## src/rtl/core/rfd_pkg.sv

```systemverilog
// Package for the route forward decision block: field widths, stream packing
// offsets, command, action and register codes, table entry types and the prefix mask.
// Used by every module of the block; depends on nothing.
`default_nettype none
package rfd_pkg;

	localparam int CMD_W   = 2;
	localparam int IDX_W   = 10;
	localparam int IP_W    = 32;
	localparam int TTL_W   = 8;
	localparam int LEN_W   = 6;
	localparam int PORT_W  = 4;
	localparam int MAC_W   = 48;
	localparam int ACT_W   = 3;
	localparam int RCNT_W  = 11;
	localparam int ACNT_W  = 5;
	localparam int CFG_W   = 11;
	localparam int CFG_IDX_W = 1;

	localparam int OFF_ENTRY_INDEX = 0;
	localparam int OFF_DEST_IP     = 10;
	localparam int OFF_TTL         = 42;
	localparam int OFF_PREFIX      = 50;
	localparam int OFF_MASK_LEN    = 82;
	localparam int OFF_NEXT_HOP    = 88;
	localparam int OFF_PORT        = 120;
	localparam int OFF_ARP_IP      = 124;
	localparam int OFF_ARP_MAC     = 156;
	localparam int S_TDATA_W       = 208;

	localparam int OFF_OUT_PORT = 0;
	localparam int OFF_NEXT_MAC = 4;
	localparam int OFF_NEW_TTL  = 52;
	localparam int M_TDATA_W    = 64;

	localparam logic [CMD_W-1:0] CMD_LOOKUP = 2'd0;
	localparam logic [CMD_W-1:0] CMD_ROUTE  = 2'd1;
	localparam logic [CMD_W-1:0] CMD_ARP    = 2'd2;

	localparam logic [ACT_W-1:0] ACT_FORWARD       = 3'd0;
	localparam logic [ACT_W-1:0] ACT_UNREACH       = 3'd1;
	localparam logic [ACT_W-1:0] ACT_TIME_EXCEEDED = 3'd2;
	localparam logic [ACT_W-1:0] ACT_NO_ARP        = 3'd3;
	localparam logic [ACT_W-1:0] ACT_WRITE_DONE    = 3'd4;

	localparam logic [CFG_IDX_W-1:0] CFG_ROUTE_COUNT = 1'b0;
	localparam logic [CFG_IDX_W-1:0] CFG_ARP_COUNT   = 1'b1;

	localparam logic [LEN_W-1:0] MAX_LEN = 6'd32;

	typedef struct packed {
		logic [IP_W-1:0]   prefix;
		logic [LEN_W-1:0]  len;
		logic [IP_W-1:0]   hop;
		logic [PORT_W-1:0] port;
	} route_entry_t;

	typedef struct packed {
		logic [IP_W-1:0]  ip;
		logic [MAC_W-1:0] mac;
	} arp_entry_t;

	typedef struct packed {
		logic [CMD_W-1:0] cmd;
		logic [IP_W-1:0]  dest_ip;
		logic [TTL_W-1:0] ttl;
	} rfd_req_t;

	typedef struct packed {
		logic [ACT_W-1:0]  action;
		logic [PORT_W-1:0] out_port;
		logic [MAC_W-1:0]  next_mac;
		logic [TTL_W-1:0]  new_ttl;
	} rfd_res_t;

	function automatic logic [IP_W-1:0] prefix_mask(input logic [LEN_W-1:0] len);
		logic [IP_W-1:0] m;
		if (len == '0) begin
			m = '0;
		end else begin
			m = {IP_W{1'b1}} << (MAX_LEN - len);
		end
		return m;
	endfunction

endpackage
`default_nettype wire

```

## src/rtl/core/rfd_arp_mem.sv

```systemverilog
// ARP table memory: one write port and one registered read port.
// Depends on rfd_pkg for the ARP entry type.
`default_nettype none
module rfd_arp_mem
	import rfd_pkg::*;
#(
	parameter int DEPTH = 16,
	parameter int AW    = 4
) (
	input  wire logic         clk,
	input  wire logic         we,
	input  wire logic [AW-1:0] waddr,
	input  wire arp_entry_t   wdata,
	input  wire logic         re,
	input  wire logic [AW-1:0] raddr,
	output arp_entry_t        rdata
);

	arp_entry_t mem_q [DEPTH];

	always_ff @(posedge clk) begin
		if (we) begin
			mem_q[waddr] <= wdata;
		end
	end

	always_ff @(posedge clk) begin
		if (re) begin
			rdata <= mem_q[raddr];
		end
	end

endmodule
`default_nettype wire

```

## config.mk

```make
export PLATFORM = sky130hd
export DESIGN_NAME = rfd_arp_mem
export DESIGN_NICKNAME = d
export VERILOG_FILES = /design/src/rtl/core/rfd_pkg.sv /design/src/rtl/core/rfd_arp_mem.sv
export SDC_FILE = /design/constraint.sdc
export NUM_CORES = 1
export LEC_CHECK = 0
export BUFFER_PORTS_ARGS = -buffer_cell sky130_fd_sc_hd__buf_2
export CAP_MARGIN = 20
export CELL_PAD_IN_SITES_DETAIL_PLACEMENT = 1
export CELL_PAD_IN_SITES_GLOBAL_PLACEMENT = 1
export CORE_UTILIZATION = 50
export CTS_CLUSTER_DIAMETER = 30
export DETAILED_ROUTE_END_ITERATION = 16
export PLACE_DENSITY_LB_ADDON = 0.1
export SLEW_MARGIN = 10
export SYNTH_ARGS = -nofsm -noshare
export SYNTH_HDL_FRONTEND = slang
export SYNTH_SLANG_ARGS = --single-unit
```

## constraint.sdc

```tcl
create_clock -name clk -period 7.9 [get_ports clk]
set_input_delay 1.185 -clock clk [delete_from_list [all_inputs] [get_ports clk]]
set_output_delay 1.185 -clock clk [all_outputs]
set_load 0.02 [all_outputs]
```

======== Yosys cells after proc, flatten, opt, wreduce, memory -nomap -nowiden ========
Memories as Yosys holds them, arrays and structs flattened. A register that Yosys moved wholly into a read port is not among the register bits.
Cells that the tools add are included.
W data, S select, Z words.
storage, ports and cells
  register bits after elaboration ......... 0
  memory bits (writable) .................. 1,280
  bits of input ports ..................... 91
  output and inout port bits .............. 80
  logic and storage cells ................. 3
  memories kept ........................... 1
cells by class
  muxes and demuxes ....................... 2
memory list
  name   depth  width  read ports  clocked after memory_dff  wr ports  RTL line           RTL
  mem_q  16     80     1           1                         1         rfd_arp_mem.sv:19  arp_entry_t mem_q [DEPTH];
operator list
  cell     number
  $mux W1  2

======== Longest topological paths before layout ========
Gate-level depths: netlist (run 1).
  depth after elaboration ................. 2
  mapped depth ............................ 6
  gate-level depth less buffers ........... 3

======== Worst setup path after synthesis (run 1) ========
No wires, ideal clock.
  path type ............................... in2reg
  start point ............................. in waddr[2]
  end point ............................... mem mem_q[0][0] (netlist name) (enable)
  setup time .............................. 0.618 ns
  arrival time ............................ 7.121 ns
  required time ........................... 7.282 ns
  path slack .............................. 0.162 ns
  stages on the path ...................... 2
  buffers on the path ..................... 0
  cell sequence ........................... or3b_2 > nor3_1
RTL lines
  element             RTL line           RTL
  start: declaration  rfd_arp_mem.sv:12  input wire logic [AW-1:0] waddr,
  end: declaration    rfd_arp_mem.sv:19
Straight into the memory's write port.

==> results summary, run 1 <==
The via density per instance is around 6. Setup repair after global routing left no endpoint under its margin. The number of detailed-routing iterations run before antenna repair came out at 5. After synthesis, the largest area contributor takes up about four fifths of total cell area. The total setup violations reported at the end of the flow is 0. The signal arrival time at the worst endpoint came out at around 3600 ps. The via count of the first global-routing pass is about 26,000.

The share of total power dissipated in sequential elements is between 30% and 40%. The hold buffer count at CTS came out at 0. The leakage power of the design is 20.7 nW. The count of buffers inserted at the top-level ports is 170. The buffer levels on the longest clock path is 4. The number of distinct standard cells referenced by the synthesized netlist is 17. The fraction of layout instances using a drive strength above 1 came out at roughly 37%. The number of antenna violations at the first check in global routing came to 17. TritonCTS built the clock tree.

Detailed routing inserted a total of between 20,000 and 25,000 vias. The number of buffers inserted during clock tree synthesis is slightly below 300. During synthesis, Yosys emitted a total of 0 warnings.

Along the worst path, the maximum fanout reaches just under 60. The first global-routing pass estimated between 150,000 and 200,000 microns of wire. STA classifies the critical path startpoint as a primary input. The detail route stage leaves a number of antenna-violating nets equal to 0. The global placement routability congestion is between 0.7 and 0.8. The maximum resistive drop on vdd came out at approximately 0.00023 V. In the post-synthesis netlist, the biggest area contributors are sky130_fd_sc_hd__edfxtp_1, sky130_fd_sc_hd__mux4_2, sky130_fd_sc_hd__a22oi_1. The largest stage delay on the critical path is 720 ps.

The worst slew slack as a fraction of its limit is roughly 27%. In the global route stage, overall resource usage came out at 25.0%. The overall routed net length is 125,000 microns. The run finished with clean final reports. For this run, design rule violations remaining after detail routing come to 0. The cell sitting at the root of the clock tree is a sky130_fd_sc_hd__clkbuf_16. The post-synthesis sequential element count is 1,360. The power spent charging and discharging nets came out at 0.00427 W.

The tool flagged a number of max-cap violations equal to 0. Traced cell by cell, the critical path runs through buf_8, buf_4, mux4_2, a22oi_1, nand2_1. The leading area contributor after synthesis is sky130_fd_sc_hd__edfxtp_1. The floorplan row count is between 100 and 150.

From synthesis to final layout, the design area changed by 24.1%. The sum of negative setup slack is 0 ps. The transition time at the pin with the least slew margin came out at roughly 1100 ps.

The maximum clock frequency came out at between 300 and 400 MHz. The tightest min-delay check is of the in -> reg type. The setup slack after placement is 3870 ps. The mean routed wirelength per cell came out at around 31 microns. The slack of the critical path came out at around 4800 ps.

Between clock sinks in the finished design, the worst skew comes to around 58 ps. The core region is about 0.099 sq mm. Once the clock tree was built, the setup fixing pass inserted 0 buffers. The power per cell area came out at between 300 and 400 mW/mm^2. After clock tree synthesis, the repair step resized 0 gates. The max-slew violation count came out at 0. The fill cell instance count of the final layout is between 7,000 and 8,000. The number of hold-slack violations in the final timing report is 0.

Once the floorplan was initialized, standard cells occupied 50.7% of the core. The die width is approximately 320 microns. Clock-pin slew was measured on the worst setup and hold paths at roughly 40 ps. Clock latency on the worst-skew pair, taken at its later pin, is a little under 900 ps. The critical path data required time is about 8500 ps. The placed wire-length estimate is ~57,000 microns. The slowest stage of the critical path is the sky130_fd_sc_hd__buf_4 cell. The sequential area share after synthesis is between 80% and 90%. From bottom edge to top edge, the die measures about 320 microns. The final critical-path required period is ~3100 ps. The maximum number of pins on one net before global-route repair came out at ~140. The number of top-level design ports came out at 171. The element type at the critical path end is a register. By startpoint and endpoint, the worst setup path is classified as in -> reg. The internal power of the cells totals roughly 0.016 W. The switching share of total power is roughly 20%. Synthesis produced a netlist whose cell count is roughly 2,100. The combinational fraction of design power is between 3 and 4%. The floorplan step defined a die boundary enclosing 0.102 sq mm. The clock power share came out at a little under three fifths. The net count of the finished layout is 2,552. The mean instance size in the synthesized netlist is roughly 24 sq um. The number of sinks handled by clock tree synthesis came out at 1,360. The number of H-tree levels came out at 5. The total congestion overflow after global routing came out at 0. The total nets after synthesis came out at 2,145. After the first detailed-routing iteration, the DRC count stood at approximately 2,000. After layout, the worst path uses 39.1% of the clock period. The combined area of all synthesized cells came out at about 0.05 sq mm.
## synthesized netlist by cell type
master and number:
sky130_fd_sc_hd__buf_2 23, sky130_fd_sc_hd__buf_1 27, sky130_fd_sc_hd__nand3_1 1, sky130_fd_sc_hd__nand2_1 81
sky130_fd_sc_hd__nand2b_1 2, sky130_fd_sc_hd__nor2_1 13, sky130_fd_sc_hd__and2_1 1, sky130_fd_sc_hd__nand3b_1 2
sky130_fd_sc_hd__buf_4 4, sky130_fd_sc_hd__a22oi_1 160, sky130_fd_sc_hd__nor3_1 4, sky130_fd_sc_hd__edfxtp_1 1360
sky130_fd_sc_hd__nor2b_1 2, sky130_fd_sc_hd__buf_6 13, sky130_fd_sc_hd__mux4_2 320, sky130_fd_sc_hd__clkbuf_1 40
sky130_fd_sc_hd__or3b_2 1
## path summary, 6_finish.rpt
check / slack [ps] / to / cells past startpoint / startpoint
max: 4810 / rdata[66]$_DFFE_PP_ / 5 / raddr[0]
min: 690 / mem_q[5][23]$_DFFE_PP_ / 1 / wdata[23]
max reg2reg: 6240 / rdata[66]$_DFFE_PP_ / 3 / mem_q[3][66]$_DFFE_PP_
min reg2reg: 730 / rdata[4]$_DFFE_PP_ / 3 / mem_q[14][4]$_DFFE_PP_
## layer usage
layer	track usage (%)	vias to the layer above	wire, microns
met5	0	-	112
met4	9.20	18	3150
met3	5.17	272	7880
met2	41.5	903	63900
met1	33.0	12889	49700
li1	-	9812	-
## final cells by class
type | count | area, sq um | area share (%)
clock buffer | 332 | 7630 | 12.2
antenna | 5 | 12.5 | 0.0201
multi-input combinational | 587 | 8980 | 14.4
sequential | 1360 | 40800 | 65.5
clock inverter | 178 | 1920 | 3.08
tap | 1287 | 1610 | 2.58
timing repair buffer | 216 | 1330 | 2.14
## flip-flops by register name (all words and copies together), names as in the netlist
register / count
rdata: 80
mem_q: 1280
## cell families (layout without fill, tap and decap cells)
family	Yosys count	after routing	share of synthesized area (%)
and+or+nand+nor	107	107	0.862
AOI/OAI and AO/OA	160	160	2.39
other	0	5	0
buffers and inverters	107	726	1.08
DFF	1360	1360	81.3
muxes	320	320	14.3
## power groups by stage
stage / sequential (W) / clock (W) / combinational [W]
6_report: 0.00821 / 0.0118 / 0.000726
5_1_grt: 0.00822 / 0.0122 / 0.000778
4_1_cts: 0.00822 / 0.0119 / 0.000740
3_5_place_dp: 0.00834 / 0 / 0.000734
3_3_place_gp: 0.00833 / 0 / 0.000713
2_1_floorplan: 0.00837 / 0 / 0.000383
## through the flow
stage / util, % / cells / instance area [sq um] / power, W / hold WS, ps
floorplan: - / 2054 / 50200 / 0.00875 / 710
global placement: 53.3 / 3450 / 52800 / 0.00904 / 729
detailed placement: 53.3 / 3450 / 52800 / 0.00907 / 735
CTS: 62.9 / 3960 / 62300 / 0.0209 / 647
global route: 62.9 / 3961 / 62300 / 0.0212 / 686
finish: 62.9 / 3965 / 62300 / 0.0207 / 693
## cell usage in the layout (no fill, tap or decap)
| cell type | Yosys | final |
|---|---|---|
| sky130_fd_sc_hd__and2_4 | 0 | 1 |
| sky130_fd_sc_hd__nor3_2 | 0 | 4 |
| sky130_fd_sc_hd__clkinv_1 | 0 | 47 |
| sky130_fd_sc_hd__clkinv_4 | 0 | 13 |
| sky130_fd_sc_hd__buf_12 | 0 | 9 |
| sky130_fd_sc_hd__inv_6 | 0 | 12 |
| sky130_fd_sc_hd__diode_2 | 0 | 5 |
| sky130_fd_sc_hd__edfxtp_1 | 1360 | 1360 |
| sky130_fd_sc_hd__clkinv_8 | 0 | 2 |
| sky130_fd_sc_hd__nand3_1 | 1 | 1 |
| sky130_fd_sc_hd__nor2b_4 | 0 | 2 |
| sky130_fd_sc_hd__nand3b_1 | 2 | 2 |
| sky130_fd_sc_hd__clkinvlp_4 | 0 | 27 |
| sky130_fd_sc_hd__nand2_1 | 81 | 81 |
| sky130_fd_sc_hd__clkbuf_1 | 40 | 32 |
| sky130_fd_sc_hd__buf_8 | 0 | 2 |
| sky130_fd_sc_hd__nor2_4 | 0 | 13 |
| sky130_fd_sc_hd__a22oi_1 | 160 | 160 |
| sky130_fd_sc_hd__buf_2 | 23 | 167 |
| sky130_fd_sc_hd__clkinv_16 | 0 | 1 |
| sky130_fd_sc_hd__buf_4 | 4 | 38 |
| sky130_fd_sc_hd__bufinv_16 | 0 | 35 |
| sky130_fd_sc_hd__clkbuf_16 | 0 | 300 |
| sky130_fd_sc_hd__or3b_2 | 1 | 1 |
| sky130_fd_sc_hd__mux4_2 | 320 | 320 |
| sky130_fd_sc_hd__nand2b_1 | 2 | 2 |
| sky130_fd_sc_hd__clkinv_2 | 0 | 41 |
## worst max-delay path, delay by kind of cell
kind                   cells  cell delay (ps)
AND/OR/NAND/NOR            1              130
AO/OA/AOI/OAI              1              380
buffers and inverters      2             1220
multiplexers               1              600
Note: power is estimated with default switching activity, not from simulation.
==> run 2: changes to the inputs <==
CORE_UTILIZATION = 55   (was 50)
clock period = 3.1 ns   (was 7.9 ns; I/O delays follow)
==> run 2 against run 1 <==
  * Power increased by 130%
  * Core utilization increased by 4.9 points
  * Combinational power increased to 2.7 times the previous value
  * Clock skew decreased by 23 ps
  * Non-clock buffer count increased by 58
  * Hold slack got worse by 640 ps
  * Setup slack got worse by 3700 ps
  * Routed wire length increased by 1.6%
  * Sequential share of layout area increased by 1.1 points
  * Global-route usage increased by 3.0 points
  * Highest routed layer unchanged
==> results summary, run 2 (same netlist as run 1, synthesis figures left out) <==
The first-pass GRT wire length is 182,000 microns (+0.85%). The ratio of final minimum period to clock period is about 63%. The hold buffer count at CTS is 0 (unchanged). The via density per instance came out at 6.32 (+4.9%). The overall routed net length came out at 127,000 microns (+1.6%).

The number of nets at the end of the flow is 2,534 (-0.71%). The flow ran to the end, and the final reports show no timing, DRC or antenna violations. The cell sitting at the root of the clock tree is a sky130_fd_sc_hd__clkbuf_16. The starting utilization of the core area came to 55.6% (+4.9 points). The leakage power of the design came to 20.1 nW (-2.7%). The number of detailed-routing iterations run before antenna repair is 5 (unchanged). The number of antenna violations at the first check in global routing is 15 (-2). The post-CTS repair timing setup buffer count is 0 (unchanged). The max-cap violation count came out at 0 (unchanged). The core footprint came out at 0.0903 sq mm (-8.8%). The signal arrival time at the worst endpoint is 1490 ps (-2150 ps). The count of cells resized by post-cts repair was 0 (unchanged). In the layout the commonest cells are sky130_fd_sc_hd__edfxtp_1, sky130_fd_sc_hd__mux4_2, sky130_fd_sc_hd__clkbuf_16. The die outline area is 0.0925 sq mm (-9.0%). The via count of the first global-routing pass came to 26,286 (-0.31%).

In the final layout, the registers with the most flip-flops are mem_q (1280), rdata (80). The mean routed wirelength per cell is 33.2 microns (+5.6%). Subtracting the final worst setup slack from the clock period gives 1950 ps. The floorplan row count is 110 (-4.3%).

The clock input transition at the sequential cells of the worst setup and hold paths is 60 ps (+20 ps). The class of the most critical setup path is reg -> out. The via total after detailed routing was 24,128 (+0.98%). The fraction of layout instances using a drive strength above 1 came out at 37.1% (+0.092 points). The slowest stage of the critical path is the sky130_fd_sc_hd__edfxtp_1 cell. The number of sinks handled by clock tree synthesis came to 1,360 (unchanged). The post-route cell area came out at 0.0613 sq mm (-1.7%).

The total setup violations reported at the end of the flow is 0 (unchanged). The number of cells in the finished layout apart from fillers was 3,816 (-3.8%). The count of unresolved DRC violations after routing came out at 0 (unchanged).

The die width is 304 microns (-4.6%). The maximum resistive drop on vdd came out at 0.000579 V (+150%). The clock insertion delay at the later pin of the skew report is 790 ps (-80 ps). The library cell used most frequently in the layout, excluding fill and tap cells, is sky130_fd_sc_hd__edfxtp_1. The global placement routability congestion is 0.725 (+1.9%).

The setup clock skew after layout is 35.1 ps (-22.8 ps). The launching element of the worst setup path is rdata[76]$_DFFE_PP_. The number of top-level design ports came out at 171 (unchanged). The sum of negative setup slack came to 0 ps (unchanged). STA classifies the critical path endpoint as a primary output. The worst setup path is launched from a register. The power per cell area came out at 769 mW/mm^2 (+130%). The fill cell instance count of the final layout came out at 6,866 (-12%). The buffer levels on the longest clock path was 3 (-1). The startpoint identified for the worst register-to-register timing path is mem_q[9][11]$_DFFE_PP_. The critical path data required time came to 2630 ps (-5820 ps). The slack of the critical path is 1150 ps (-3670 ps).

The clock tree from TritonCTS is built. The flip-flop count of the largest register, all copies and words added came out at 1,280 (unchanged). The total congestion overflow after global routing is 0 (unchanged). The number of hold-slack violations in the final timing report came out at 0 (unchanged). The count of nets left with antenna violations after detail routing came out at 0 (unchanged). The number of placed instances with taps included came out at 3,397 (-1.5%). Setup repair after global routing left no endpoint under its margin. The placed wire-length estimate came to 62,600 microns (+11%).

The DRC violation total after the first TritonRoute iteration came to 2,503 (+22%). The worst slew slack as a fraction of its limit is 43.0% (+16 points). The chip height is 304 microns (-4.6%). In this run the most critical hold path is launched from wdata[9]. The number of H-tree levels is 4 (-1).

The largest stage delay on the critical path is 480 ps (-240 ps). The global-route usage over all layers is 28.0% (+3.0 points). The count of buffers inserted at the top-level ports is 170 (unchanged). Grouping stages by cell kind, the critical path spends the most delay in flip-flops. The type of the most critical hold path is in -> reg. The transition time at the pin with the least slew margin is 853 ps (-240 ps). The number of buffers inserted during clock tree synthesis came to 220 (-26%). Relative to the synthesized area, the layout overhead comes to 22.0%. The register with the most flip-flops is mem_q. The critical path goes through buf_2. The buffers plus inverters on the worst setup path is 1 (-1). The setup slack after placement came to 664 ps (-3210 ps). The max-slew violation count is 0 (unchanged). Static timing analysis puts the maximum clock frequency at 512 MHz. The largest fanout of any net on the critical path came out at 2 (-97%). The cell area after placement came to 0.0538 sq mm (+2.0%). The maximum number of pins on one net before global-route repair came to 81 (-43%).
==> run 2: cell types whose count changed in the layout (fill, tap and decap cells not counted), sizes merged <==
cell,delta
buf,+58
clkinvlp,+7
bufinv,-10
clkbuf,-81
inv,+9
diode,+1
clkinv,-22
==> run 2: layout make-up <==
cell class | instances | area [sq um] | area share (%)
tap | 1176 | 1470 | 2.40
antenna | 6 | 15.0 | 0.0245
clock buffer | 251 | 5710 | 9.31
clock inverter | 162 | 1760 | 2.87
multi-input combinational | 587 | 9000 | 14.7
sequential | 1360 | 40800 | 66.6
timing repair buffer | 274 | 2480 | 4.05
==> run 2: report_power, final <==
part / switching, W / internal (W) / leakage (nW)
Combinational: 0.00121 / 0.000764 / 4.19
Clock: 0.00886 / 0.0154 / 3.55
Sequential: 0.000143 / 0.0208 / 12.4
Total: 0.0102 / 0.0369 / 20.1
==> run 2: path summary, 6_finish.rpt <==
path	slack (ps)	endpoint	depth (start not counted)
worst min-delay path	50	mem_q[10][9]$_DFFE_PP_	1
worst max register to register	1530	rdata[11]$_DFFE_PP_	3
worst max-delay path	1150	rdata[76]	1
worst min register to register	740	rdata[15]$_DFFE_PP_	3
==> run 2: metal layers <==
metal  vias to the layer above  part of all wire (%)  track usage (%)
met5                         -                 0.080                0
met1                     13045                    39             36.9
met4                        14                   2.1             8.44
met3                       228                   6.7             5.31
li1                       9793                     -                -
met2                      1048                    52             47.8
==> run 2: stage by stage <==
stage          hold WS, ps  power (W)  utilization [%]
3_3_place_gp           731     0.0231             59.6
4_1_cts               8.61     0.0474             67.9
3_5_place_dp           734     0.0232             59.6
5_1_grt               36.0     0.0482             67.9
6_report              52.1     0.0471             67.9
2_1_floorplan          564     0.0223                -
