## config.mk

```make
export PLATFORM = sky130hd
export DESIGN_NAME = rfd_engine
export DESIGN_NICKNAME = d
export VERILOG_FILES = /design/src/rtl/core/rfd_pkg.sv /design/src/rtl/core/rfd_engine.sv
export SDC_FILE = /design/constraint.sdc
export NUM_CORES = 1
export LEC_CHECK = 0
export BUFFER_PORTS_ARGS = -buffer_cell sky130_fd_sc_hd__buf_2
export CORE_MARGIN = 4
export CORE_UTILIZATION = 52
export DETAILED_ROUTE_END_ITERATION = 8
export PLACE_DENSITY = 0.86
export SETUP_SLACK_MARGIN = 0.15
export SYNTH_ARGS = -nofsm -noshare
export SYNTH_HDL_FRONTEND = slang
export SYNTH_SLANG_ARGS = --single-unit
```

## constraint.sdc

```tcl
create_clock -name clk -period 6.2 [get_ports clk]
set_input_delay 0.62 -clock clk [delete_from_list [all_inputs] [get_ports clk]]
set_output_delay 0.62 -clock clk [all_outputs]
set_load 0.01 [all_outputs]
```

## src/rtl/core/rfd_pkg.sv

```systemverilog
// Package for the route forward decision block: field widths, stream packing
// offsets, command, action and register codes, table entry types and the prefix mask.
// Used by every module of the block; depends on nothing.
`default_nettype none
package rfd_pkg;

	localparam int CMD_W   = 2;
	localparam int IDX_W   = 10;
	localparam int IP_W    = 32;
	localparam int TTL_W   = 8;
	localparam int LEN_W   = 6;
	localparam int PORT_W  = 4;
	localparam int MAC_W   = 48;
	localparam int ACT_W   = 3;
	localparam int RCNT_W  = 11;
	localparam int ACNT_W  = 5;
	localparam int CFG_W   = 11;
	localparam int CFG_IDX_W = 1;

	localparam int OFF_ENTRY_INDEX = 0;
	localparam int OFF_DEST_IP     = 10;
	localparam int OFF_TTL         = 42;
	localparam int OFF_PREFIX      = 50;
	localparam int OFF_MASK_LEN    = 82;
	localparam int OFF_NEXT_HOP    = 88;
	localparam int OFF_PORT        = 120;
	localparam int OFF_ARP_IP      = 124;
	localparam int OFF_ARP_MAC     = 156;
	localparam int S_TDATA_W       = 208;

	localparam int OFF_OUT_PORT = 0;
	localparam int OFF_NEXT_MAC = 4;
	localparam int OFF_NEW_TTL  = 52;
	localparam int M_TDATA_W    = 64;

	localparam logic [CMD_W-1:0] CMD_LOOKUP = 2'd0;
	localparam logic [CMD_W-1:0] CMD_ROUTE  = 2'd1;
	localparam logic [CMD_W-1:0] CMD_ARP    = 2'd2;

	localparam logic [ACT_W-1:0] ACT_FORWARD       = 3'd0;
	localparam logic [ACT_W-1:0] ACT_UNREACH       = 3'd1;
	localparam logic [ACT_W-1:0] ACT_TIME_EXCEEDED = 3'd2;
	localparam logic [ACT_W-1:0] ACT_NO_ARP        = 3'd3;
	localparam logic [ACT_W-1:0] ACT_WRITE_DONE    = 3'd4;

	localparam logic [CFG_IDX_W-1:0] CFG_ROUTE_COUNT = 1'b0;
	localparam logic [CFG_IDX_W-1:0] CFG_ARP_COUNT   = 1'b1;

	localparam logic [LEN_W-1:0] MAX_LEN = 6'd32;

	typedef struct packed {
		logic [IP_W-1:0]   prefix;
		logic [LEN_W-1:0]  len;
		logic [IP_W-1:0]   hop;
		logic [PORT_W-1:0] port;
	} route_entry_t;

	typedef struct packed {
		logic [IP_W-1:0]  ip;
		logic [MAC_W-1:0] mac;
	} arp_entry_t;

	typedef struct packed {
		logic [CMD_W-1:0] cmd;
		logic [IP_W-1:0]  dest_ip;
		logic [TTL_W-1:0] ttl;
	} rfd_req_t;

	typedef struct packed {
		logic [ACT_W-1:0]  action;
		logic [PORT_W-1:0] out_port;
		logic [MAC_W-1:0]  next_mac;
		logic [TTL_W-1:0]  new_ttl;
	} rfd_res_t;

	function automatic logic [IP_W-1:0] prefix_mask(input logic [LEN_W-1:0] len);
		logic [IP_W-1:0] m;
		if (len == '0) begin
			m = '0;
		end else begin
			m = {IP_W{1'b1}} << (MAX_LEN - len);
		end
		return m;
	endfunction

endpackage
`default_nettype wire

```

## src/rtl/core/rfd_engine.sv

```systemverilog
// Lookup sequencer: scans the route table one entry a cycle through a single mask and compare
// unit, then, for a found route with a TTL above 1, scans the ARP table for its next hop.
// Depends on rfd_pkg; reads rfd_route_mem and rfd_arp_mem.
`default_nettype none
module rfd_engine
	import rfd_pkg::*;
#(
	parameter int RI_W  = 10,
	parameter int AI_W  = 4,
	parameter int CNT_W = 11
) (
	input  wire logic             clk,
	input  wire logic             arst_n,
	input  wire logic             start,
	input  wire rfd_req_t         req,
	input  wire logic [CNT_W-1:0] nr,
	input  wire logic [CNT_W-1:0] na,
	output logic                  route_re,
	output logic [RI_W-1:0]       route_raddr,
	input  wire route_entry_t     route_rdata,
	output logic                  arp_re,
	output logic [AI_W-1:0]       arp_raddr,
	input  wire arp_entry_t       arp_rdata,
	output logic                  idle,
	output logic                  res_valid,
	input  wire logic             res_take,
	output rfd_res_t              res
);

	localparam logic [1:0] ST_IDLE  = 2'd0;
	localparam logic [1:0] ST_ROUTE = 2'd1;
	localparam logic [1:0] ST_ARP   = 2'd2;
	localparam logic [1:0] ST_DONE  = 2'd3;

	logic [1:0]       state_q;
	logic [CNT_W-1:0] cnt_q;
	logic [CNT_W-1:0] nr_q;
	logic [CNT_W-1:0] na_q;
	logic             rd_pend_q;
	logic [IP_W-1:0]  dest_q;
	logic [TTL_W-1:0] ttl_q;
	logic             found_q;
	logic [LEN_W-1:0] best_len_q;
	logic [IP_W-1:0]  best_hop_q;
	logic [PORT_W-1:0] best_port_q;
	logic             hit_q;
	logic [MAC_W-1:0] mac_q;
	rfd_res_t         res_q;

	logic issue_r;
	logic issue_a;
	logic match;
	logic better;

	assign issue_r = (state_q == ST_ROUTE) && (cnt_q < nr_q);
	assign issue_a = (state_q == ST_ARP) && (cnt_q < na_q) && !hit_q;
	assign match   = ((route_rdata.prefix ^ dest_q) & prefix_mask(route_rdata.len)) == '0;
	assign better  = match && (!found_q || (route_rdata.len > best_len_q));

	assign route_re    = issue_r;
	assign route_raddr = cnt_q[RI_W-1:0];
	assign arp_re      = issue_a;
	assign arp_raddr   = cnt_q[AI_W-1:0];
	assign idle        = (state_q == ST_IDLE);
	assign res_valid   = (state_q == ST_DONE);
	assign res         = res_q;

	always_ff @(posedge clk or negedge arst_n) begin
		if (!arst_n) begin
			state_q   <= ST_IDLE;
			cnt_q     <= '0;
			rd_pend_q <= 1'b0;
			found_q   <= 1'b0;
			hit_q     <= 1'b0;
		end else begin
			unique case (state_q)
				ST_IDLE: begin
					if (start) begin
						cnt_q     <= '0;
						rd_pend_q <= 1'b0;
						found_q   <= 1'b0;
						hit_q     <= 1'b0;
						if (req.cmd == CMD_LOOKUP) begin
							state_q <= ST_ROUTE;
						end else begin
							state_q <= ST_DONE;
						end
					end
				end
				ST_ROUTE: begin
					rd_pend_q <= issue_r;
					if (issue_r) begin
						cnt_q <= cnt_q + 1'b1;
					end
					if (rd_pend_q && better) begin
						found_q <= 1'b1;
					end
					if (!rd_pend_q && !issue_r) begin
						cnt_q <= '0;
						if (!found_q || (ttl_q <= 8'd1)) begin
							state_q <= ST_DONE;
						end else begin
							state_q <= ST_ARP;
						end
					end
				end
				ST_ARP: begin
					rd_pend_q <= issue_a;
					if (issue_a) begin
						cnt_q <= cnt_q + 1'b1;
					end
					if (rd_pend_q && !hit_q && (arp_rdata.ip == best_hop_q)) begin
						hit_q <= 1'b1;
					end
					if (!rd_pend_q && !issue_a) begin
						state_q <= ST_DONE;
					end
				end
				ST_DONE: begin
					if (res_take) begin
						state_q <= ST_IDLE;
					end
				end
				default: begin
					state_q <= ST_IDLE;
				end
			endcase
		end
	end

	always_ff @(posedge clk) begin
		unique case (state_q)
			ST_IDLE: begin
				if (start) begin
					dest_q <= req.dest_ip;
					ttl_q  <= req.ttl;
					nr_q   <= nr;
					na_q   <= na;
					res_q  <= '{action: ACT_WRITE_DONE, out_port: '0, next_mac: '0,
						new_ttl: req.ttl};
				end
			end
			ST_ROUTE: begin
				if (rd_pend_q && better) begin
					best_len_q  <= route_rdata.len;
					best_hop_q  <= route_rdata.hop;
					best_port_q <= route_rdata.port;
				end
				if (!rd_pend_q && !issue_r) begin
					if (!found_q) begin
						res_q.action <= ACT_UNREACH;
					end else if (ttl_q <= 8'd1) begin
						res_q.action <= ACT_TIME_EXCEEDED;
					end
				end
			end
			ST_ARP: begin
				if (rd_pend_q && !hit_q && (arp_rdata.ip == best_hop_q)) begin
					mac_q <= arp_rdata.mac;
				end
				if (!rd_pend_q && !issue_a) begin
					if (hit_q) begin
						res_q <= '{action: ACT_FORWARD, out_port: best_port_q,
							next_mac: mac_q, new_ttl: ttl_q - 8'd1};
					end else begin
						res_q.action <= ACT_NO_ARP;
					end
				end
			end
			ST_DONE: begin
			end
			default: begin
			end
		endcase
	end

endmodule
`default_nettype wire

```

=== Yosys cells after proc, flatten, opt, wreduce, memory -nomap -nowiden ===
Index checks and enable logic that the tools add are counted.
W data, S select, Z words.

* Bits of input ports: 222
* Output and inout bits: 81
* Flip-flop bits (word level): 231

* Order comparisons: 4
* Shift-type cells: 1
* Reduce and logical (&&, ||, !) cells: 33
* Add/sub/neg operators: 3
* Mux-type cells: 28
* Equality and inequality tests: 14
* Bitwise operators: 2

{| class="wikitable"
|+ Operators with widths
! cell !! count
|-
| $mux W63 || 2
|-
| $pmux W60 S2 || 1
|-
| $mux W60 || 1
|-
| $mux W11 || 4
|-
| $pmux W11 S3 || 1
|-
| $and A32 B32 Y32 || 1
|-
| $eq A32 B32 Y1 || 1
|-
| $logic_not A32 Y1 || 1
|-
| $mux W32 || 1
|-
| $shl A32 B6 Y32 const A || 1
|-
| $xor A32 B32 Y32 || 1
|-
| $lt A11 B11 Y1 || 2
|-
| $mux W2 || 6
|-
| $reduce_and A4 Y1 || 3
|-
| $add A11 B1 Y11 const B || 1
|-
| $ne A2 B1 Y1 const B || 5
|-
| $logic_and A1 B1 Y1 || 9
|-
| $mux W3 || 3
|-
| $pmux W3 S3 || 1
|-
| $le A8 B1 Y1 const B || 1
|-
| $pmux W2 S4 || 1
|-
| $reduce_and A2 Y1 || 4
|-
| $sub A8 B1 Y8 const B || 1
|-
| $gt A6 B6 Y1 || 1
|-
| other kinds (16) || 32
|}

=== Logic depth before layout (Yosys ltp) ===
Gate-level depths: netlist (run 1).

* Depth after elaboration: 9
* Gate-level depth with buffers: 11
* Depth with buffers taken out: 10

=== Least setup slack after synthesis (run 1) ===
No wires, ideal clock.

* Path kind: register to register
* Start: reg state_q[0]
* End: reg mac_q[0] (enable)
* Path buffers: 1
* Cell stages (with the launch flop): 10
* Slack: 1.408 ns
* Setup time: 0.483 ns
* Arrival time: 4.309 ns
* Cell sequence: dfrtp_1 > inv_1 > ha_1 > buf_4 > nand2b_1 > a21oi_1 > o2111ai_1 > a2111oi_0 > nand2_1 > nor4_2

* Longest elaborated chain between the ends: 2

{| class="wikitable"
|+ RTL lines
! element !! RTL line !! source
|-
| start: declaration || rfd_engine.sv:35 || <nowiki>logic [1:0] state_q;</nowiki>
|-
| start signal: assignment || rfd_engine.sv:70 || <nowiki>state_q <= ST_IDLE;</nowiki>
|-
| start signal: assignment || rfd_engine.sv:84 || <nowiki>state_q <= ST_ROUTE;</nowiki>
|-
| start signal: assignment || rfd_engine.sv:86 || <nowiki>state_q <= ST_DONE;</nowiki>
|-
| $eq A2 B2 Y1 || rfd_engine.sv:132 || <nowiki>unique case (state_q)</nowiki>
|-
| $reduce_and A2 Y1 (no line) || n/a ||
|-
| end signal: assignment || rfd_engine.sv:159 || <nowiki>mac_q <= arp_rdata.mac;</nowiki>
|-
| end: declaration || rfd_engine.sv:47 || <nowiki>logic [MAC_W-1:0] mac_q;</nowiki>
|}

No other way between the ends.
A chain may end at the register's enable or synchronous reset.

=== Worst setup path after layout (run 1) ===
* Start: reg cnt_q[4]
* End: out route_re

* Longest elaborated chain between the ends: 2

{| class="wikitable"
|+ RTL lines
! element !! RTL line !! source
|-
| start: declaration || rfd_engine.sv:36 || <nowiki>logic [CNT_W-1:0] cnt_q;</nowiki>
|-
| start signal: assignment || rfd_engine.sv:93 || <nowiki>cnt_q <= cnt_q + 1'b1;</nowiki>
|-
| start signal: assignment || rfd_engine.sv:110 || <nowiki>cnt_q <= cnt_q + 1'b1;</nowiki>
|-
| $lt A11 B11 Y1 || rfd_engine.sv:55 || <nowiki>assign issue_r = (state_q == ST_ROUTE) && (cnt_q < nr_q);</nowiki>
|-
| $logic_and A1 B1 Y1 || rfd_engine.sv:55 ||
|-
| end: declaration || rfd_engine.sv:18 || <nowiki>output logic route_re,</nowiki>
|}

No other way between the ends.

==> run_summary.xml, run 1 <==
<?xml version="1.0" encoding="UTF-8"?>
<metrics>
  <group name="detailed_routing">
    <metric name="antenna_left" unit="">0</metric>
    <metric name="drt_wl_total" unit="um">22800</metric>
    <metric name="route.detailed.drc" unit="">0</metric>
    <metric name="routedWlPerCell" unit="um">17.5</metric>
    <metric name="drt_iter0_markers" unit="">323</metric>
    <metric name="dr_total_vias" unit="">6651</metric>
    <metric name="drt_pass1_iterations" unit="">5</metric>
    <metric name="avgViaCountPerCell" unit="">5.11</metric>
  </group>
  <group name="floorplanning">
    <metric name="start_util" unit="%">53.6</metric>
    <metric name="placeableCoreArea" unit="um2">19000</metric>
    <metric name="die_area" unit="um2">21800</metric>
    <metric name="io_pins" unit="">303</metric>
    <metric name="dieWidth" unit="um">148</metric>
    <metric name="die_height" unit="um">148</metric>
    <metric name="num_rows" unit="">50</metric>
  </group>
  <group name="finish">
    <metric name="finalCoreUtilization" unit="%">66.7</metric>
    <metric name="final-seq-area" unit="um2">6860</metric>
    <metric name="post-route-cell-area" unit="um2">12600</metric>
    <metric name="combined_area_of_the_multi_input_logic_cells" unit="um2">2970</metric>
    <metric name="number_of_nets_in_the_final_layout" unit="">1278</metric>
    <metric name="area_growth" unit="%">24.5</metric>
    <metric name="fillCellCount" unit="">1365</metric>
    <metric name="post_route_cells_drive_above_1_share" unit="%">34.5</metric>
  </group>
  <group name="yosys">
    <metric name="post-synth-top-count-cell" unit="">sky130_fd_sc_hd__edfxtp_1</metric>
    <metric name="syn-num-nets" unit="">973</metric>
    <metric name="yosys-top-cells-area" unit="">sky130_fd_sc_hd__edfxtp_1, sky130_fd_sc_hd__ha_1, sky130_fd_sc_hd__xnor2_1</metric>
    <metric name="synth_edf_count" unit="">215</metric>
    <metric name="syn_inst" unit="">714</metric>
    <metric name="average_footprint_of_a_synthesized_cell" unit="um2">14.2</metric>
    <metric name="synthDominantCellAreaShare" unit="%">63.6</metric>
    <metric name="post_synth_num_cell_types" unit="">61</metric>
    <metric name="synth-main-ff-cell" unit="">sky130_fd_sc_hd__edfxtp_1</metric>
    <metric name="synth.yosys.seq_area_share" unit="%">67.5</metric>
    <metric name="postSynth.asyncResetShare" unit="%">6.93</metric>
    <metric name="synth_top_cells_by_count" unit="">sky130_fd_sc_hd__edfxtp_1, sky130_fd_sc_hd__and2_1, sky130_fd_sc_hd__inv_1</metric>
    <metric name="synth-seq-cells" unit="">231</metric>
    <metric name="syn-cell-area" unit="um2">10200</metric>
    <metric name="yosys_warnings" unit="">0</metric>
    <metric name="synthDominantAreaCellType" unit="">sky130_fd_sc_hd__edfxtp_1</metric>
  </group>
  <group name="setup_path">
    <metric name="data_required_time_of_the_critical_path" unit="ps">5580</metric>
    <metric name="cp_top_family" unit="">compound AO/OA/AOI/OAI gates</metric>
    <metric name="worst_path_largest_cell_delay" unit="ps">450</metric>
    <metric name="critical_path.cell_chain" unit="">ha_1 &gt; a21o_1 &gt; a21o_1 &gt; a21oi_2 &gt; o21ai_1 &gt; o21ba_1 &gt; o31ai_4 &gt; buf_2</metric>
    <metric name="setup.worst_path.end_class" unit="">output port</metric>
    <metric name="worst_setup_path_start_kind" unit="">flip-flop</metric>
    <metric name="worst_path_max_delay_cell" unit="">sky130_fd_sc_hd__dfrtp_1</metric>
    <metric name="critical-path-top-cell-by-count" unit="">sky130_fd_sc_hd__a21o_1</metric>
    <metric name="reg2reg_slack" unit="ps">3090</metric>
    <metric name="crit_path_max_fanout" unit="">7</metric>
    <metric name="critPathKind" unit="">reg -&gt; out</metric>
    <metric name="cp.buffers_inverters" unit="">1</metric>
    <metric name="crit_arrival" unit="ps">2780</metric>
  </group>
  <group name="placed_design">
    <metric name="place_congestion" unit="">0.889</metric>
    <metric name="place_worst_setup_slack" unit="ps">2500</metric>
    <metric name="hpwl" unit="um">17100</metric>
    <metric name="port_buffers" unit="">302</metric>
    <metric name="dp_area" unit="um2">11900</metric>
  </group>
  <group name="grt">
    <metric name="grt_start_max_net_pins" unit="">73</metric>
    <metric name="track_usage" unit="%">20.2</metric>
    <metric name="number_of_antenna_violations_at_the_first_check_in_global_routing" unit="">5</metric>
    <metric name="grt_first_pass_wirelength" unit="um">34900</metric>
    <metric name="grt_pass1_vias" unit="">6740</metric>
    <metric name="grt.overflow.total" unit="">0</metric>
  </group>
  <group name="clock_tree">
    <metric name="ctsResizeCount" unit="">0</metric>
    <metric name="cts_tree" unit="">done</metric>
    <metric name="htreeDepth" unit="">1</metric>
    <metric name="cts_max_path_buffers" unit="">3</metric>
    <metric name="post-cts-setup-buffers" unit="">0</metric>
    <metric name="cts-buffers-inserted" unit="">24</metric>
    <metric name="worstSkewPairLatency" unit="ps">510</metric>
    <metric name="cts_num_sinks" unit="">231</metric>
    <metric name="clk_transition_reported_paths" unit="ps">60</metric>
    <metric name="library_cell_used_as_clock_root_buffer" unit="">sky130_fd_sc_hd__clkbuf_16</metric>
    <metric name="cts_hold_buf" unit="">0</metric>
  </group>
  <group name="power">
    <metric name="pwr_density_cell" unit="nW/um2">374</metric>
    <metric name="vdd_drop_max" unit="uV">275</metric>
    <metric name="leakagePower" unit="nW">5.28</metric>
  </group>
  <group name="timing">
    <metric name="timing.final.setup_violations" unit="">0</metric>
    <metric name="timing.slew.headroom" unit="%">36.3</metric>
    <metric name="drv_slew" unit="">0</metric>
    <metric name="final_min_period_over_clock_period" unit="%">54.8</metric>
    <metric name="timing.final.crit_period" unit="ps">3400</metric>
    <metric name="hold_slack" unit="ps">20.8</metric>
    <metric name="worstMarginPinSlew" unit="ps">953</metric>
    <metric name="max_clock_freq" unit="MHz">294</metric>
    <metric name="fin_tns_setup" unit="ps">0</metric>
    <metric name="rsz0062_at_grt" unit="">no</metric>
    <metric name="postLayoutSetupSlackWorst" unit="ps">2800</metric>
    <metric name="final-hold-violation-count" unit="">0</metric>
    <metric name="finClkSkew" unit="ps">11.1</metric>
  </group>
  <group name="hold_path">
    <metric name="worstHoldPathType" unit="">in -&gt; async</metric>
  </group>
  <group name="job">
    <metric name="drv.max_cap_violation_count" unit="">0</metric>
  </group>
  <group name="run_status">
    <metric name="status" unit="">finished, final reports clean</metric>
  </group>
</metrics>
## worst reg2reg max path, stage by stage (launching register included)
cell,delay (ps)
sky130_fd_sc_hd__dfrtp_1,400
sky130_fd_sc_hd__inv_1,110
sky130_fd_sc_hd__ha_2,180
sky130_fd_sc_hd__buf_4,480
sky130_fd_sc_hd__nand3_1,240
sky130_fd_sc_hd__a21oi_4,800
sky130_fd_sc_hd__buf_4,530
## power by group
part	leakage (nW)	internal, mW	switching [mW]
combinational	2.71	0.452	0.757
clock	0.366	0.795	0.560
sequential	2.20	2.08	0.0972
## final timing paths
check | end | depth (start not counted) | start
min in group clk | best_hop_q[9] | 1 | route_rdata[13]
min | cnt_q[4] | 1 | arst_n
max reg2reg | res[51] | 6 | state_q[0]
max | route_re | 8 | cnt_q[4]
max in group asynchronous | state_q[1] | 1 | arst_n
min reg2reg | res[36] | 1 | mac_q[28]
## layer usage
metal | GRT usage, % | vias up | part of all wire (%)
li1 | - | 3216 | -
met1 | 25.1 | 3139 | 39
met2 | 35.3 | 249 | 51
met3 | 4.60 | 47 | 7.7
met4 | 6.62 | 0 | 2.5
met5 | 0 | - | 0
## layout by cell type, fill, tap and decap left out, types with 4 or more instances in the layout
cell / n
sky130_fd_sc_hd__nand2b_1: 8
sky130_fd_sc_hd__buf_4: 5
sky130_fd_sc_hd__nand4_1: 10
sky130_fd_sc_hd__clkbuf_16: 24
sky130_fd_sc_hd__dfrtp_1: 16
sky130_fd_sc_hd__edfxtp_1: 215
sky130_fd_sc_hd__a21oi_1: 25
sky130_fd_sc_hd__and2_1: 52
sky130_fd_sc_hd__ha_1: 36
sky130_fd_sc_hd__a22o_1: 9
sky130_fd_sc_hd__a31oi_1: 4
sky130_fd_sc_hd__and3_1: 7
sky130_fd_sc_hd__nor2_1: 32
sky130_fd_sc_hd__nor4b_1: 4
sky130_fd_sc_hd__xor2_1: 21
sky130_fd_sc_hd__o22ai_1: 4
sky130_fd_sc_hd__a21o_1: 11
sky130_fd_sc_hd__clkbuf_1: 5
sky130_fd_sc_hd__nand3_1: 6
sky130_fd_sc_hd__nor4_1: 5
sky130_fd_sc_hd__diode_2: 5
sky130_fd_sc_hd__xnor2_1: 46
sky130_fd_sc_hd__nand2_1: 20
sky130_fd_sc_hd__clkinv_1: 6
sky130_fd_sc_hd__nor3_1: 14
sky130_fd_sc_hd__nor2b_1: 15
sky130_fd_sc_hd__clkinv_2: 5
sky130_fd_sc_hd__buf_2: 302
sky130_fd_sc_hd__a211oi_1: 7
sky130_fd_sc_hd__o21ai_0: 21
sky130_fd_sc_hd__inv_1: 47
## area by class of cell
type	instances	area share, %
diodes	5	0.0989
clock buffers	29	4.90
clock inverters	15	1.04
inverters	48	1.42
multi-input cells	407	23.5
flip-flops and latches	231	54.2
well taps	260	2.57
repair buffers	307	12.2
## kinds of logic after synthesis
| logic type | after synthesis | share of synthesized area, % |
|---|---|---|
| compound gates | 112 | 7.69 |
| xor+xnor | 69 | 6.10 |
| fa+ha+maj | 38 | 4.66 |
| buf+inv | 76 | 3.55 |
| flops | 231 | 67.5 |
| mux | 4 | 0.431 |
| simple gates | 184 | 10.1 |
## stage by stage
| step | power, mW | std cells |
|---|---|---|
| after floorplan | 2.99 | 714 |
| after global placement | 3.37 | 1253 |
| after detailed placement | 3.42 | 1253 |
| after CTS | 4.78 | 1297 |
| after global routing | 5.00 | 1302 |
| final | 4.74 | 1302 |
## registers in the layout, indices dropped and copies added, names as in the netlist
signal       flops
rd_pend_q        1
dest_q          32
state_q          2
na_q            11
nr_q            11
best_port_q      4
cnt_q           11
mac_q           48
best_hop_q      32
best_len_q       6
res             63
hit_q            1
ttl_q            8
found_q          1
(Power assumes the default switching activity.)
==> run 2: changes to the inputs <==
- CORE_UTILIZATION: 52 -> 47
- PLACE_DENSITY: 0.86 -> 0.83
- clock period: 6.2 -> 2.9 ns (I/O delays scaled with it)
==> run 2 against run 1 <==
Compared with the run above:
- register-to-register slack got worse by 2800 ps
- clock-buffer cell count down 2
- largest cell class unchanged
- routed wire length up 22%
- non-clock buffer count up 158
- sequential share of layout area shrank 6.8 points
- die area increased by 10%
==> run_summary.xml, run 2 (synthesized netlist as in run 1, its figures left out) <==
<?xml version="1.0" encoding="UTF-8"?>
<metrics>
  <group name="run_status">
    <metric name="status" unit="">finished, final reports clean</metric>
  </group>
  <group name="detailed_routing">
    <metric name="dr_wl_met2" unit="um">14900</metric>
    <metric name="drt_wl_total" unit="um">27900</metric>
    <metric name="dr_total_vias" unit="">7528</metric>
    <metric name="drt_pass1_iterations" unit="">4</metric>
    <metric name="detail_route.wirelength.met1" unit="um">9930</metric>
    <metric name="route.detailed.drc" unit="">0</metric>
    <metric name="avgViaCountPerCell" unit="">5.11</metric>
    <metric name="met3_wirelength" unit="um">1840</metric>
    <metric name="top_signal_layer_used" unit="">met4</metric>
    <metric name="antenna_left" unit="">0</metric>
    <metric name="routedWlPerCell" unit="um">18.9</metric>
    <metric name="drt_iter0_markers" unit="">423</metric>
  </group>
  <group name="clock_tree">
    <metric name="htreeDepth" unit="">1</metric>
    <metric name="cts_max_path_buffers" unit="">3</metric>
    <metric name="worstSkewPairLatency" unit="ps">530</metric>
    <metric name="clk_transition_reported_paths" unit="ps">60</metric>
    <metric name="cts-buffers-inserted" unit="">25</metric>
    <metric name="cts_num_sinks" unit="">231</metric>
    <metric name="library_cell_used_as_clock_root_buffer" unit="">sky130_fd_sc_hd__clkbuf_16</metric>
    <metric name="cts_tree" unit="">done</metric>
  </group>
  <group name="timing">
    <metric name="timing.final.setup_violations" unit="">0</metric>
    <metric name="rsz0062_at_grt" unit="">yes</metric>
    <metric name="finClkSkew" unit="ps">15.4</metric>
    <metric name="drv_slew" unit="">0</metric>
    <metric name="worstMarginPinSlew" unit="ps">619</metric>
    <metric name="postLayoutSetupSlackWorst" unit="ps">180</metric>
    <metric name="timing.slew.headroom" unit="%">58.7</metric>
    <metric name="timing.final.crit_period" unit="ps">2720</metric>
    <metric name="max_clock_freq" unit="MHz">368</metric>
    <metric name="fin_tns_setup" unit="ps">0</metric>
    <metric name="final_min_period_over_clock_period" unit="%">93.8</metric>
    <metric name="final-hold-violation-count" unit="">0</metric>
  </group>
  <group name="finish">
    <metric name="mostFrequentLayoutCells" unit="">sky130_fd_sc_hd__buf_2, sky130_fd_sc_hd__edfxtp_1, sky130_fd_sc_hd__dlygate4sd3_1</metric>
    <metric name="largest_register_ffs" unit="">63</metric>
    <metric name="final_cells" unit="">1472</metric>
    <metric name="combined_area_of_the_multi_input_logic_cells" unit="um2">3060</metric>
    <metric name="fillCellCount" unit="">1421</metric>
    <metric name="area_growth" unit="%">42.4</metric>
    <metric name="post_route_cells_drive_above_1_share" unit="%">32.4</metric>
    <metric name="final-seq-area" unit="um2">6860</metric>
    <metric name="number_of_nets_in_the_final_layout" unit="">1437</metric>
    <metric name="layout_commonest_cell" unit="">sky130_fd_sc_hd__buf_2</metric>
    <metric name="finalCoreUtilization" unit="%">68.4</metric>
  </group>
  <group name="grt">
    <metric name="grt_pass1_vias" unit="">8070</metric>
    <metric name="grt.overflow.total" unit="">0</metric>
    <metric name="grt_start_max_net_pins" unit="">73</metric>
    <metric name="track_usage" unit="%">22.6</metric>
    <metric name="grt_first_pass_wirelength" unit="um">42800</metric>
    <metric name="number_of_antenna_violations_at_the_first_check_in_global_routing" unit="">1</metric>
  </group>
  <group name="placed_design">
    <metric name="place_congestion" unit="">0.960</metric>
    <metric name="place_worst_setup_slack" unit="ps">25.8</metric>
    <metric name="port_buffers" unit="">302</metric>
    <metric name="dp.cells" unit="">1275</metric>
    <metric name="hpwl" unit="um">17400</metric>
  </group>
  <group name="power">
    <metric name="vdd_drop_max" unit="uV">517</metric>
    <metric name="leakagePower" unit="nW">6.00</metric>
    <metric name="pwr_density_cell" unit="nW/um2">753</metric>
  </group>
  <group name="setup_path">
    <metric name="cp_top_family" unit="">compound AO/OA/AOI/OAI gates</metric>
    <metric name="data_required_time_of_the_critical_path" unit="ps">2610</metric>
    <metric name="crit_arrival" unit="ps">2430</metric>
    <metric name="critical_path.cell_chain" unit="">inv_2 &gt; ha_4 &gt; a21o_1 &gt; a21o_1 &gt; a21oi_2 &gt; o21ai_2 &gt; o21ba_4 &gt; o31ai_4 &gt; buf_2</metric>
    <metric name="crit_path_max_fanout" unit="">2</metric>
    <metric name="critPathKind" unit="">reg -&gt; out</metric>
    <metric name="setup.worst_path.end_class" unit="">output port</metric>
    <metric name="critical-path-top-cell-by-count" unit="">sky130_fd_sc_hd__a21o_1</metric>
    <metric name="worst_setup_path_start_kind" unit="">flip-flop</metric>
    <metric name="worst_path_max_delay_cell" unit="">sky130_fd_sc_hd__edfxtp_1</metric>
    <metric name="cp.buffers_inverters" unit="">2</metric>
    <metric name="worst_path_largest_cell_delay" unit="ps">390</metric>
  </group>
  <group name="floorplanning">
    <metric name="io_pins" unit="">303</metric>
    <metric name="num_rows" unit="">53</metric>
    <metric name="die_area" unit="um2">24000</metric>
    <metric name="placeableCoreArea" unit="um2">21200</metric>
    <metric name="dieWidth" unit="um">155</metric>
    <metric name="start_util" unit="%">48.0</metric>
    <metric name="die_height" unit="um">155</metric>
  </group>
  <group name="hold_path">
    <metric name="worstHoldPathType" unit="">in -&gt; reg</metric>
  </group>
  <group name="job">
    <metric name="drv.max_cap_violation_count" unit="">0</metric>
  </group>
</metrics>
run 2: changes by cell type in the layout (fill, tap and decap cells not counted), sizes merged:
cell | before | now
buf | 307 | 317
bufinv | 2 | 4
clkbuf | 29 | 27
clkinv | 12 | 11
clkinvlp | 1 | 0
diode | 5 | 1
dlygate4sd3 | 0 | 148
inv | 48 | 51
run 2: cell type report:
class / count / area share (%)
Sequential cell: 231 / 47.4
Multi-Input combinational cell: 407 / 21.1
Clock inverter: 18 / 1.46
Inverter: 48 / 1.39
Tap cell: 275 / 2.38
Antenna cell: 1 / 0.0173
Clock buffer: 27 / 4.38
Timing Repair Buffer: 465 / 21.8
run 2: per-layer routing:
| metal | vias up | global-route usage (%) |
|---|---|---|
| li1 | 3542 | - |
| met1 | 3594 | 25.2 |
| met2 | 319 | 42.0 |
| met3 | 73 | 4.70 |
| met4 | 0 | 8.92 |
| met5 | - | 0 |
run 2: worst paths after layout:
path	startpoint	endpoint	slack, ps	cells past startpoint
min	start	hit_q	130	4
max reg2reg	dest_q[19]	best_hop_q[19]	340	8
max in group asynchronous	arst_n	cnt_q[1]	2360	2
min reg2reg	mac_q[34]	res[42]	520	1
max	nr_q[4]	route_re	180	9
min in group asynchronous	arst_n	cnt_q[10]	230	2
run 2: timing repair:
action	CTS	global route
gates resized for setup	7	3
pin swaps	1	0
setup endpoints to repair	1	12
hold endpoints to repair	163	0
buffers inserted	3	0
hold buffers	148	0
run 2: worst register-to-register path, delay by kind of cell, from the launching register on:
kind	cells	cell delay, ps
simple gates	1	140
buf+inv	1	250
xor+xnor	1	300
compound gates	5	1120
flops	1	400
run 2: power breakdown:
group | switching, mW | internal (mW) | leakage (nW)
Combinational | 1.76 | 1.18 | 3.39
Clock | 1.33 | 1.95 | 0.413
Sequential | 0.231 | 4.43 | 2.20
run 2: through the flow:
| step | hold slack, ps | instance area [um2] | power (mW) |
|---|---|---|---|
| detailed placement | 233 | 12100 | 7.43 |
| finish | 128 | 14500 | 10.9 |
| floorplan | -5.59 | 10300 | 6.42 |
| CTS | 112 | 14500 | 10.9 |
| global placement | 226 | 12100 | 7.32 |
| global route | 132 | 14500 | 11.4 |
